### src/design/request_packet_deframer_defines.svh
// Assertion macros used by the request packet deframer result queue.
`ifndef REQUEST_PACKET_DEFRAMER_DEFINES_SVH
`define REQUEST_PACKET_DEFRAMER_DEFINES_SVH

// Checked on every rising edge of clk_i, disabled while rst_ni is low.
`define RPD_ASSERT(lbl, prop, msg) \
  lbl: assert property (@(posedge clk_i) disable iff (!rst_ni) prop) else $error(msg);

// Checked on every rising edge of clk_i, reset cycles included.
`define RPD_ASSERT_ALWAYS(lbl, prop, msg) \
  lbl: assert property (@(posedge clk_i) prop) else $error(msg);

`endif

### src/design/rpd_pkg.sv
// Types and codes shared by the request packet deframer modules.
package rpd_pkg;

  typedef enum logic [1:0] {
    KIND_CMD    = 2'd0,
    KIND_INT    = 2'd1,
    KIND_CHAR   = 2'd2,
    KIND_STATUS = 2'd3
  } kind_e;

  typedef enum logic [1:0] {
    ST_OK           = 2'd0,
    ST_LEN_MISMATCH = 2'd1,
    ST_TRUNCATED    = 2'd2,
    ST_UNKNOWN_TYPE = 2'd3
  } status_e;

  typedef enum logic [7:0] {
    PH_LEN   = 8'b0000_0001,
    PH_CMD   = 8'b0000_0010,
    PH_TAG   = 8'b0000_0100,
    PH_TYPE  = 8'b0000_1000,
    PH_COUNT = 8'b0001_0000,
    PH_HEAD  = 8'b0010_0000,
    PH_BODY  = 8'b0100_0000,
    PH_SKIP  = 8'b1000_0000
  } phase_e;

  localparam logic [7:0] TYPE_STRING = 8'd1;
  localparam logic [7:0] POS_MAX     = 8'hFF;

  typedef struct packed {
    logic [7:0] data_byte;
    logic       last;
  } in_item_t;

  typedef struct packed {
    kind_e              result_kind;
    logic signed [31:0] value;
    status_e            status;
    logic               end_of_string;
    logic               ends_packet;
  } out_item_t;

  // Results caused by one accepted byte: its own result and the closing status.
  typedef struct packed {
    logic      own_v;
    out_item_t own;
    logic      stat_v;
    out_item_t stat;
  } res_pair_t;

endpackage

### src/design/rpd_parser.sv
// Byte parser: packet state registers and the per-byte next-state and result logic.
module rpd_parser (
  input  logic                 clk_i,
  input  logic                 rst_ni,
  input  logic                 accept_i,
  input  rpd_pkg::in_item_t    item_i,
  output rpd_pkg::res_pair_t   res_o
);
  import rpd_pkg::*;

  phase_e      phase_q, phase_d;
  logic [7:0]  pos_q, pos_d;
  logic [7:0]  decl_q, decl_d;
  logic        is_str_q, is_str_d;
  logic [7:0]  items_q, items_d;
  logic [7:0]  elem_q, elem_d;
  logic [23:0] acc_q, acc_d;
  logic        fmt_err_q, fmt_err_d;

  logic [7:0]  b;
  logic        mismatch;

  assign b = item_i.data_byte;

  always_comb begin
    phase_d   = phase_q;
    pos_d     = pos_q;
    decl_d    = decl_q;
    is_str_d  = is_str_q;
    items_d   = items_q;
    elem_d    = elem_q;
    acc_d     = acc_q;
    fmt_err_d = fmt_err_q;
    mismatch  = 1'b0;
    res_o     = '0;

    unique case (phase_q)
      PH_LEN: begin
        decl_d  = b;
        phase_d = PH_CMD;
      end
      PH_CMD: begin
        res_o.own_v             = 1'b1;
        res_o.own.result_kind   = KIND_CMD;
        res_o.own.value         = {24'd0, b};
        phase_d                 = PH_TAG;
      end
      PH_TAG: begin
        phase_d = PH_TYPE;
      end
      PH_TYPE: begin
        is_str_d  = (b == TYPE_STRING);
        fmt_err_d = (b > TYPE_STRING);
        phase_d   = PH_COUNT;
      end
      PH_COUNT: begin
        items_d = b;
        if (b == 8'd0) begin
          fmt_err_d = 1'b0;
          phase_d   = PH_TAG;
        end else if (fmt_err_q) begin
          phase_d = PH_SKIP;
        end else begin
          phase_d = PH_HEAD;
        end
      end
      PH_HEAD: begin
        if (is_str_q) begin
          if (b == 8'd0) begin
            items_d = items_q - 8'd1;
            phase_d = (items_q == 8'd1) ? PH_TAG : PH_HEAD;
          end else begin
            elem_d  = b;
            phase_d = PH_BODY;
          end
        end else begin
          acc_d   = {16'd0, b};
          elem_d  = 8'd3;
          phase_d = PH_BODY;
        end
      end
      PH_BODY: begin
        if (is_str_q) begin
          res_o.own_v               = 1'b1;
          res_o.own.result_kind     = KIND_CHAR;
          res_o.own.value           = {24'd0, b};
          res_o.own.end_of_string   = (elem_q == 8'd1);
          elem_d                    = elem_q - 8'd1;
          if (elem_q == 8'd1) begin
            items_d = items_q - 8'd1;
            phase_d = (items_q == 8'd1) ? PH_TAG : PH_HEAD;
          end
        end else if (elem_q > 8'd1) begin
          acc_d  = {acc_q[15:0], b};
          elem_d = elem_q - 8'd1;
        end else begin
          res_o.own_v           = 1'b1;
          res_o.own.result_kind = KIND_INT;
          res_o.own.value       = {acc_q, b};
          elem_d                = 8'd0;
          items_d               = items_q - 8'd1;
          phase_d               = (items_q == 8'd1) ? PH_TAG : PH_HEAD;
        end
      end
      PH_SKIP: begin
        phase_d = PH_SKIP;
      end
      default: begin
        phase_d = PH_LEN;
      end
    endcase

    if (item_i.last) begin
      // The length check sees a length byte that arrives on this same byte.
      mismatch = (pos_q == POS_MAX) || ({1'b0, pos_q} + 9'd1 != {1'b0, decl_d});
      res_o.stat_v            = 1'b1;
      res_o.stat.result_kind  = KIND_STATUS;
      res_o.stat.ends_packet  = 1'b1;
      if (mismatch) begin
        res_o.stat.status = ST_LEN_MISMATCH;
      end else if (phase_d == PH_SKIP) begin
        res_o.stat.status = ST_UNKNOWN_TYPE;
      end else if (phase_d != PH_TAG) begin
        res_o.stat.status = ST_TRUNCATED;
      end else begin
        res_o.stat.status = ST_OK;
      end
      phase_d   = PH_LEN;
      pos_d     = 8'd0;
      decl_d    = 8'd0;
      is_str_d  = 1'b0;
      items_d   = 8'd0;
      elem_d    = 8'd0;
      acc_d     = 24'd0;
      fmt_err_d = 1'b0;
    end else if (pos_q != POS_MAX) begin
      pos_d = pos_q + 8'd1;
    end
  end

  always_ff @(posedge clk_i or negedge rst_ni) begin
    if (!rst_ni) begin
      phase_q   <= PH_LEN;
      pos_q     <= 8'd0;
      decl_q    <= 8'd0;
      is_str_q  <= 1'b0;
      items_q   <= 8'd0;
      elem_q    <= 8'd0;
      acc_q     <= 24'd0;
      fmt_err_q <= 1'b0;
    end else if (accept_i) begin
      phase_q   <= phase_d;
      pos_q     <= pos_d;
      decl_q    <= decl_d;
      is_str_q  <= is_str_d;
      items_q   <= items_d;
      elem_q    <= elem_d;
      acc_q     <= acc_d;
      fmt_err_q <= fmt_err_d;
    end
  end

endmodule

### src/design/rpd_out_queue.sv
// Three-entry result queue: takes up to two results a cycle, hands out one.
`include "request_packet_deframer_defines.svh"

module rpd_out_queue (
  input  logic                 clk_i,
  input  logic                 rst_ni,
  input  logic                 push_i,
  input  rpd_pkg::res_pair_t   res_i,
  output logic                 room_o,
  output logic                 out_valid_o,
  input  logic                 out_ready_i,
  output rpd_pkg::out_item_t   out_item_o
);
  import rpd_pkg::*;

  localparam int unsigned Depth = 3;

  out_item_t  entry_q [Depth];
  out_item_t  entry_d [Depth];
  logic [1:0] count_q, count_d;
  logic [1:0] cnt_shift;
  logic       pop;
  logic       w0_v, w1_v;
  out_item_t  w0, w1;

  assign pop         = out_valid_o && out_ready_i;
  assign out_valid_o = (count_q != 2'd0);
  assign out_item_o  = entry_q[0];
  // Room for two more results, so the input side never looks at the output ready.
  assign room_o      = (count_q <= 2'd1);

  // Compact the pair: the status moves into the first write when no own result.
  assign w0_v = push_i && (res_i.own_v || res_i.stat_v);
  assign w1_v = push_i && res_i.own_v && res_i.stat_v;
  assign w0   = res_i.own_v ? res_i.own : res_i.stat;
  assign w1   = res_i.stat;

  always_comb begin
    cnt_shift = pop ? count_q - 2'd1 : count_q;
    for (int i = 0; i < Depth; i++) begin
      if (pop && (i < Depth - 1)) begin
        entry_d[i] = entry_q[i + 1];
      end else begin
        entry_d[i] = entry_q[i];
      end
      if (w0_v && (2'(i) == cnt_shift)) begin
        entry_d[i] = w0;
      end
      if (w1_v && (2'(i) == cnt_shift + 2'd1)) begin
        entry_d[i] = w1;
      end
    end
    count_d = cnt_shift + {1'b0, w0_v} + {1'b0, w1_v};
  end

  always_ff @(posedge clk_i or negedge rst_ni) begin
    if (!rst_ni) begin
      count_q <= 2'd0;
    end else begin
      count_q <= count_d;
    end
  end

  always_ff @(posedge clk_i) begin
    for (int i = 0; i < Depth; i++) begin
      entry_q[i] <= entry_d[i];
    end
  end

  `RPD_ASSERT(a_push_has_room, w0_v |-> (count_q <= 2'd1), "push into a queue without room")
  `RPD_ASSERT(a_full_from_pair, $rose(count_q == 2'd3) |-> $past(w1_v), "queue filled without a pair push")
  `RPD_ASSERT(a_pop_drains, (pop && !w0_v) |=> (count_q == $past(count_q) - 2'd1), "pop did not drain")
  `RPD_ASSERT_ALWAYS(a_reset_empty, !rst_ni |=> (count_q == 2'd0), "queue not empty in reset")

endmodule

### src/design/request_packet_deframer.sv
// Top level of the request packet deframer: byte parser feeding a result queue.
//
//   channel   direction  handshake                  payload
//   in        input      in_valid_i / in_ready_o    in_item_i  (data_byte, last)
//   out       output     out_valid_o / out_ready_i  out_item_o (result_kind, value,
//                                                   status, end_of_string, ends_packet)
//
// One byte is accepted per cycle while the queue has room for two results.
// Each byte yields zero, one or two results; they appear on the output in the
// cycle after acceptance at the earliest, and one per cycle while out_ready_i is high.
// The three-entry result queue sets the rate: with one result per byte and the
// output always ready, bytes flow every cycle; a byte that yields two results
// holds up the next byte until the queue has room for two results again.
// Reset (rst_ni low, asynchronous) returns the parser to waiting for a length byte
// and empties the queue. A stall on the output lets results pile up in the queue;
// in_ready_o drops once it holds two results, and no result is lost.
module request_packet_deframer (
  input  logic                clk_i,
  input  logic                rst_ni,
  input  logic                in_valid_i,
  output logic                in_ready_o,
  input  rpd_pkg::in_item_t   in_item_i,
  output logic                out_valid_o,
  input  logic                out_ready_i,
  output rpd_pkg::out_item_t  out_item_o
);
  import rpd_pkg::*;

  logic      accept;
  res_pair_t res;

  // The parser state advances only on an accepted item.
  assign accept = in_valid_i && in_ready_o;

  rpd_parser u_parser (
    .clk_i    (clk_i),
    .rst_ni   (rst_ni),
    .accept_i (accept),
    .item_i   (in_item_i),
    .res_o    (res)
  );

  // The queue holds the results of accepted items until the consumer takes them.
  rpd_out_queue u_queue (
    .clk_i       (clk_i),
    .rst_ni      (rst_ni),
    .push_i      (accept),
    .res_i       (res),
    .room_o      (in_ready_o),
    .out_valid_o (out_valid_o),
    .out_ready_i (out_ready_i),
    .out_item_o  (out_item_o)
  );

endmodule

### config.mk
export PLATFORM = sky130hd
export DESIGN_NAME = request_packet_deframer
export DESIGN_NICKNAME = d
export VERILOG_FILES = /design/src/design/rpd_pkg.sv /design/src/design/rpd_parser.sv /design/src/design/rpd_out_queue.sv /design/src/design/request_packet_deframer.sv
export VERILOG_INCLUDE_DIRS = /design/src /design/src/design
export SDC_FILE = /design/constraint.sdc
export NUM_CORES = 1
export LEC_CHECK = 0
export BUFFER_PORTS_ARGS = -buffer_cell sky130_fd_sc_hd__buf_2
export CAP_MARGIN = 40
export CORE_AREA = 2 2 149 151
export DETAILED_ROUTE_END_ITERATION = 8
export DIE_AREA = 0 0 151 153
export PLACE_DENSITY = 0.67
export SYNTH_ARGS = -nofsm -noshare
export SYNTH_HDL_FRONTEND = slang
export SYNTH_HIERARCHICAL = 1
export SYNTH_SLANG_ARGS = --single-unit
### constraint.sdc
create_clock -name clk_i -period 5.2 [get_ports clk_i]
set_input_delay 0.26 -clock clk_i [delete_from_list [all_inputs] [get_ports clk_i]]
set_output_delay 0.26 -clock clk_i [all_outputs]
set_load 0.02 [all_outputs]
==> results.yml, run 1 <==
clocking:
  tritoncts: "yes"
  cts_sinks: 182
  clk_path_buf_depth: 2
  h-tree-depth: 4
  clk_pin_slew_ps: 70
  cts_resized: 0
  cts_inserted_buffers: 17
  insertion_delay_ps: 440
  clockRootBuffer: "clkbuf_16"
global_route:
  grt_max_degree: 49
  grt_pass1_wl_um: 40400
  overflow: 0
  grt_pass1_vias: 7543
  antenna_found_initial: 0
  grt_use_total_pct: 22.4
cells_and_area:
  n_antenna_cell: 0
  nets: 1005
  syn_to_final_growth_pct: 5.97
  nFillCells: 1926
  final_common_cell: "edfxtp_1"
  drive_above_1_share_pct: 17.6
  final_cell_mix: "edfxtp_1 (114), inv_1 (77), a221o_1 (71)"
  ff_latch_area_um2: 5130
  multiInputGateArea_um2: 4490
die:
  die_x_um: 151
  rows: 54
  fp.dieH_um: 153
  ios: 53
  dieArea_um2: 23100
  start_util_pct: 49.4
  core_um2: 21500
timing:
  worst_slew_margin_rel_pct: 47.0
  finalCritPeriodShare_pct: 77.7
  rsz0062_at_grt: "no"
  tightest_slew_ps: 788
  finalSetupViolations: 0
  clock_skew_ps: 13.2
  max_clock_freq_ghz: 0.248
  drv_slew: 0
  finalHoldViolCount: 0
  fin_crit_ps: 4040
  finalWorstSetupSlack_ps: 1160
  holdWs_ps: 217
  setup_tns_ps: 0
critical_path:
  crit_fanout: 39
  cp.arrival_ps: 4110
  startpoint_type: "register"
  crit_required_ps: 5270
  crit_path_end_kind: "register"
  crit_type: "register to register"
  reg2reg_slack_ps: 1160
logic_synthesis:
  netlist_area_um2: 10600
  synth-edff-count: 114
  synth-seq-cells: 182
  async_flop_share_pct: 37.4
  syn_area_per_cell_um2: 10.6
  ys.flop_type: "edfxtp_1"
  seq_area_frac_synth_pct: 48.3
  ys_warn_count: 6
  ys_types: 77
  synthCells: 1004
placement:
  place_ws_ps: 1240
  hpwlAfterDp_um: 15700
  place_congestion: 0.865
  port_buffers: 52
power_and_ir_drop:
  clockPowerShare_pct: 19.8
  leakage_nw: 4.30
  switching_power_w: 0.00236
  powerDensity_nw_per_um2: 549
  ir_worst_vdd_uv: 258
  power_frac_seq_pct: 40.6
  p_int_w: 0.00382
  comb_power_share_pct: 39.6
  switching_share_pct: 38.1
hold_path:
  hold_path_class: "input port to register"
detailed_routing:
  wl_met2_um: 12000
  drc: 0
  drt-vias-per-instance: 6.04
  drtPass1Iterations: 5
  num_vias: 7711
  wl_met1_um: 11000
  wl_met3_um: 1400
  top_layer: "met4"
  detail-route-antenna-nets: 0
  drt_iter0_drc: 736
  wire_per_inst_um: 19.6
  drt_wl_total_um: 25000
status:
  outcome: "finished clean"
run:
  drv_cap: 0
==> power groups by stage <==
| stage | registers (W) | logic (W) | clock network, W |
|---|---|---|---|
| 3_3_place_gp | 0.00252 | 0.00238 | 0 |
| 3_5_place_dp | 0.00253 | 0.00244 | 0 |
| 4_1_cts | 0.00251 | 0.00244 | 0.00124 |
| 6_report | 0.00251 | 0.00245 | 0.00122 |
| 2_1_floorplan | 0.00248 | 0.00201 | 0 |
| 5_1_grt | 0.00256 | 0.00266 | 0.00130 |
==> metrics by stage <==
step / power [W] / cells / utilization [%] / area, µm²
after global routing: 0.00652 / 1277 / 52.3 / 11200
final: 0.00617 / 1277 / 52.3 / 11200
after floorplan: 0.00449 / 1039 / - / 10700
after global placement: 0.00490 / 1242 / 49.6 / 10700
after CTS: 0.00619 / 1277 / 52.3 / 11200
after detailed placement: 0.00497 / 1244 / 49.7 / 10700
==> routing by layer <==
layer | track usage [%] | vias up
met2 | 35.7 | 300
met5 | 0 | -
met1 | 31.0 | 3704
li1 | - | 3654
met3 | 3.61 | 53
met4 | 7.83 | 0
==> critical path, cell delays in order, from the launching register on <==
cell and delay (ps):
dfrtp_1 500, nor4_1 610, nand3_1 150, buf_4 280
a21oi_1 190, a31o_2 320, and3_1 300, nand3_1 150
o211ai_1 180, o31ai_4 110, buf_4 290, nand2_1 130
buf_4 430
==> state kept, by name, indices dropped and copies added, names as in the netlist <==
signal / flops
u_parser/is_str_q: 1
u_parser/pos_q: 8
u_parser/acc_q: 24
u_parser/phase_q: 8
u_parser/elem_q: 8
u_parser/decl_q: 8
u_parser/fmt_err_q: 1
u_parser/items_q: 8
u_queue/count_q: 2
u_queue/entry_q: 114
==> cells in the mapped netlist, types with 5 or more instances <==
cell type	number	share of area (%)
a211oi_1	40	2.8
a21bo_2	8	0.75
a21oi_1	15	0.71
a221o_1	71	6.7
a221oi_1	8	0.66
a22o_1	11	0.91
a31oi_1	12	0.71
and2_1	27	1.6
buf_2	22	1.0
buf_4	78	5.5
clkbuf_1	42	1.5
dfrtp_1	67	16
edfxtp_1	114	32
ha_1	8	0.94
inv_1	77	2.7
mux2_2	38	4.0
mux2i_1	14	1.3
nand2_1	47	1.7
nand2b_1	7	0.41
nand3_1	14	0.66
nand4_1	8	0.47
nor2_1	32	1.1
nor2b_1	8	0.47
nor3_1	67	3.2
nor4_1	15	0.88
o211ai_1	9	0.64
o21ai_0	41	1.9
o31ai_1	5	0.35
xnor2_1	9	0.74
xor2_1	7	0.58
==> cells by family (layout without fill, tap and decap cells) <==
family,after synthesis,after routing,share of synthesized area (%)
buf+inv,225,183,11.2
xor+xnor,16,16,1.32
mux,53,53,5.46
fa+ha+maj,8,8,0.943
other cells,1,36,0.0353
compound gates,259,259,19.3
flops,182,182,48.3
simple gates,260,260,13.4
==> area by class of cell <==
cell class | count | share of cell area, %
multi-input combinational | 632 | 40.0
timing repair buffer | 74 | 3.92
tap | 280 | 3.12
clock inverter | 14 | 1.03
inverter | 77 | 2.57
clock buffer | 18 | 3.82
sequential | 182 | 45.6
==> timing repair <==
item / 4_1_cts / 5_1_grt
hold buffers: 1 / 0
hold endpoints to repair: 30 / 0
buffers inserted: 0 / 0
==> final timing paths <==
kind / cells after the start / start / endpoint
setup / recovery: 12 / u_parser/phase_q[1] / u_queue/entry_q[0][29]
hold reg to reg: 1 / u_parser/acc_q[22] / u_parser/acc_q[22]
max in group asynchronous: 4 / rst_ni / u_parser/acc_q[1]
min in group asynchronous: 3 / rst_ni / u_parser/items_q[3]
hold / removal: 2 / in_item_i[3] / u_parser/decl_q[2]
setup reg to reg: 12 / u_parser/phase_q[1] / u_queue/entry_q[0][29]
Note: power is estimated with default switching activity, not from simulation.
==> run 2: changes to the inputs <==
ABC_AREA = 1   (was default)
CORE_AREA = 2 2 155 157   (was 2 2 149 151)
DIE_AREA = 0 0 157 159   (was 0 0 151 153)
PLACE_DENSITY = 0.69   (was 0.67)
clock period = 3.7 ns   (was 5.2 ns; I/O delays follow)
==> run 2 against run 1 <==
Effect of this change: final area rose by 7.4%; synthesized cell count rose by 47%; final cell count rose by 39%; area after synthesis rose by 8.2%; clock power rose by 49%; register-to-register slack got worse by 640 ps; critical path type unchanged; critical endpoint is now u_queue/entry_q[0][78]; highest routed layer unchanged.
==> results.yml, run 2 <==
status:
  outcome: "finished clean"
clocking:
  clk_path_buf_depth: 2
  cts_sinks: 182
  postCtsSetupBuffers: 0
  tritoncts: "yes"
  clk_pin_slew_ps: 70
  insertion_delay_ps: 440
  cts_inserted_buffers: 17
  clockRootBuffer: "clkbuf_16"
  h-tree-depth: 4
detailed_routing:
  detail-route-antenna-nets: 0
  num_vias: 9811
  drc: 0
  drt-vias-per-instance: 5.53
  drt_wl_total_um: 28300
  drtPass1Iterations: 7
  wire_per_inst_um: 16.0
  drt_iter0_drc: 923
timing:
  max_clock_freq_ghz: 0.315
  finalSetupViolations: 0
  fin_crit_ps: 3180
  setup_tns_ps: 0
  worst_slew_margin_rel_pct: 45.3
  finalHoldViolCount: 0
  tightest_slew_ps: 821
  finalCritPeriodShare_pct: 85.8
  finalWorstSetupSlack_ps: 524
  clock_skew_ps: 12.0
  drv_slew: 0
  rsz0062_at_grt: "no"
cells_and_area:
  largest_registers: "u_queue/entry_q (114), u_parser/acc_q (24)"
  n_antenna_cell: 0
  syn_to_final_growth_pct: 5.23
  post-route-cell-area_um2: 12100
  largest_register_ffs: 114
  final_cell_mix: "nand2_1 (327), nand3_1 (215), inv_1 (155)"
  drive_above_1_share_pct: 11.1
  nets: 1465
  final_common_cell: "nand2_1"
  top_register: "u_queue/entry_q"
critical_path:
  startpoint_type: "register"
  worstSetupStartpoint: "u_parser/phase_q[7]"
  reg2reg_slack_ps: 520
  crit_family: "simple AND/OR/NAND/NOR gates"
  r2r-end: "u_queue/entry_q[0][78]"
  crit_type: "register to register"
  worst_path_largest_cell_delay_ps: 620
  crit_cells: 10
  reg2reg_from: "u_parser/phase_q[7]"
  crit_path_end_kind: "register"
  cp.arrival_ps: 3300
  endpoint: "u_queue/entry_q[0][78]"
  r2r_cells: 10
  crit_fanout: 24
  cp_slowest_cell: "nor4_1"
  cp_num_buf_inv: 2
  crit_required_ps: 3830
  crit_path_cell_trace: "nor2_1 > nand3_1 > nor4_1 > inv_1 > nand2_2 > nand3_1 > nor2_4 > nand2_2 > nand2_1 > buf_4"
die:
  ios: 53
  fp.dieH_um: 159
  rows: 56
  dieArea_um2: 25000
  die_x_um: 157
  core_um2: 23200
  start_util_pct: 49.5
power_and_ir_drop:
  switching_power_w: 0.00322
  clockPowerShare_pct: 23.4
  powerDensity_nw_per_um2: 644
  comb_power_share_pct: 38.9
  p_int_w: 0.00457
  leakage_nw: 5.21
  power_frac_seq_pct: 37.8
  ir_worst_vdd_uv: 446
  switching_share_pct: 41.3
logic_synthesis:
  seq_area_frac_synth_pct: 44.7
  ys_warn_count: 6
  async_flop_share_pct: 37.4
  yosys-top-cells-count: "nand2_1 (329), nand3_1 (217), inv_1 (155), o21ai_0 (116), edfxtp_1 (114)"
  syn_area_per_cell_um2: 7.78
  netlist_top_cells_area: "edfxtp_1 (30%), dfrtp_1 (15%), nand2_1 (11%), nand3_1 (9.5%), buf_4 (5.9%)"
  yosys.area.top_type: "edfxtp_1"
  synth_top_area_share_pct: 29.8
  post-synth-top-count-cell: "nand2_1"
  ys.flop_type: "edfxtp_1"
  synth-edff-count: 114
  synthCells: 1475
  ys_types: 47
  synth-seq-cells: 182
  netlist_area_um2: 11500
placement:
  place_ws_ps: 673
  port_buffers: 52
  hpwlAfterDp_um: 18700
  place_congestion: 0.914
  place_area_um2: 11500
global_route:
  grt_pass1_wl_um: 46400
  antenna_found_initial: 0
  grt_use_total_pct: 23.0
  grt_max_degree: 77
  grt_pass1_vias: 9172
  overflow: 0
run:
  drv_cap: 0
hold_path:
  hold_path_class: "input port to register"
==> run 2: worst min path at each step <==
stage | start | end | slack [ps] | cells after the start
after floorplan | rst_ni | u_parser/acc_q[0] | -110 | 0
after global placement | rst_ni | u_parser/items_q[1] | 440 | 1
after detailed placement | rst_ni | u_parser/items_q[2] | 80 | 1
after CTS | in_item_i[1] | u_parser/acc_q[0] | 90 | 3
after global routing | in_item_i[1] | u_parser/acc_q[0] | 120 | 3
final | in_item_i[1] | u_parser/acc_q[0] | 100 | 3
==> run 2: area by class of cell <==
class	instances	area (µm²)
fill	2204	11100
multi-input combinational	995	4800
sequential	182	5130
clock buffer	17	425
timing repair buffer	81	543
clock inverter	14	155
tap	319	399
inverter	167	627
==> run 2: through the flow <==
stage / hold slack [ps] / total power [W] / instances / util, %
finish: 105 / 0.00779 / 1775 / 52.1
detailed placement: 77.9 / 0.00595 / 1743 / 49.5
floorplan: -111 / 0.00539 / 1510 / -
CTS: 87.5 / 0.00778 / 1775 / 52.1
global route: 117 / 0.00826 / 1775 / 52.1
global placement: 436 / 0.00591 / 1742 / 49.5
==> run 2: worst register-to-register path: cells and delay by family (launching register included) <==
family                 cells  cell delay, ps
buffers and inverters      2             410
and+or+nand+nor            8            2060
DFF                        1             400
==> run 2: power groups by stage <==
stage | Sequential (W) | Combinational, W | Clock (W)
after floorplan | 0.00295 | 0.00244 | 0
after global placement | 0.00297 | 0.00293 | 0
after detailed placement | 0.00298 | 0.00297 | 0
after CTS | 0.00294 | 0.00299 | 0.00186
after global routing | 0.00299 | 0.00336 | 0.00191
final | 0.00294 | 0.00303 | 0.00182
==> run 2: cell families after synthesis <==
logic type | count (synthesis) | share of synthesized area (%)
adders and majority gates | 8 | 0.872
buffers and inverters | 333 | 14.8
and+or+nand+nor | 765 | 30.7
DFF | 182 | 44.7
AOI/OAI and AO/OA | 178 | 8.32
other | 1 | 0.0327
xor gates and xnor gates | 8 | 0.610
==> run 2: metal layers <==
metal,GRT usage [%],up-vias,routed length (µm)
met4,7.71,0,471
met3,3.65,35,2050
met5,0,-,0
met2,36.8,401,13300
met1,31.7,4596,12500
li1,-,4779,-
==> run 2: what timing repair did <==
item,4_1_cts,5_1_grt
hold buffers,1,0
setup endpoints to repair,0,0
resized for setup,0,0
endpoints found under the hold margin,41,0
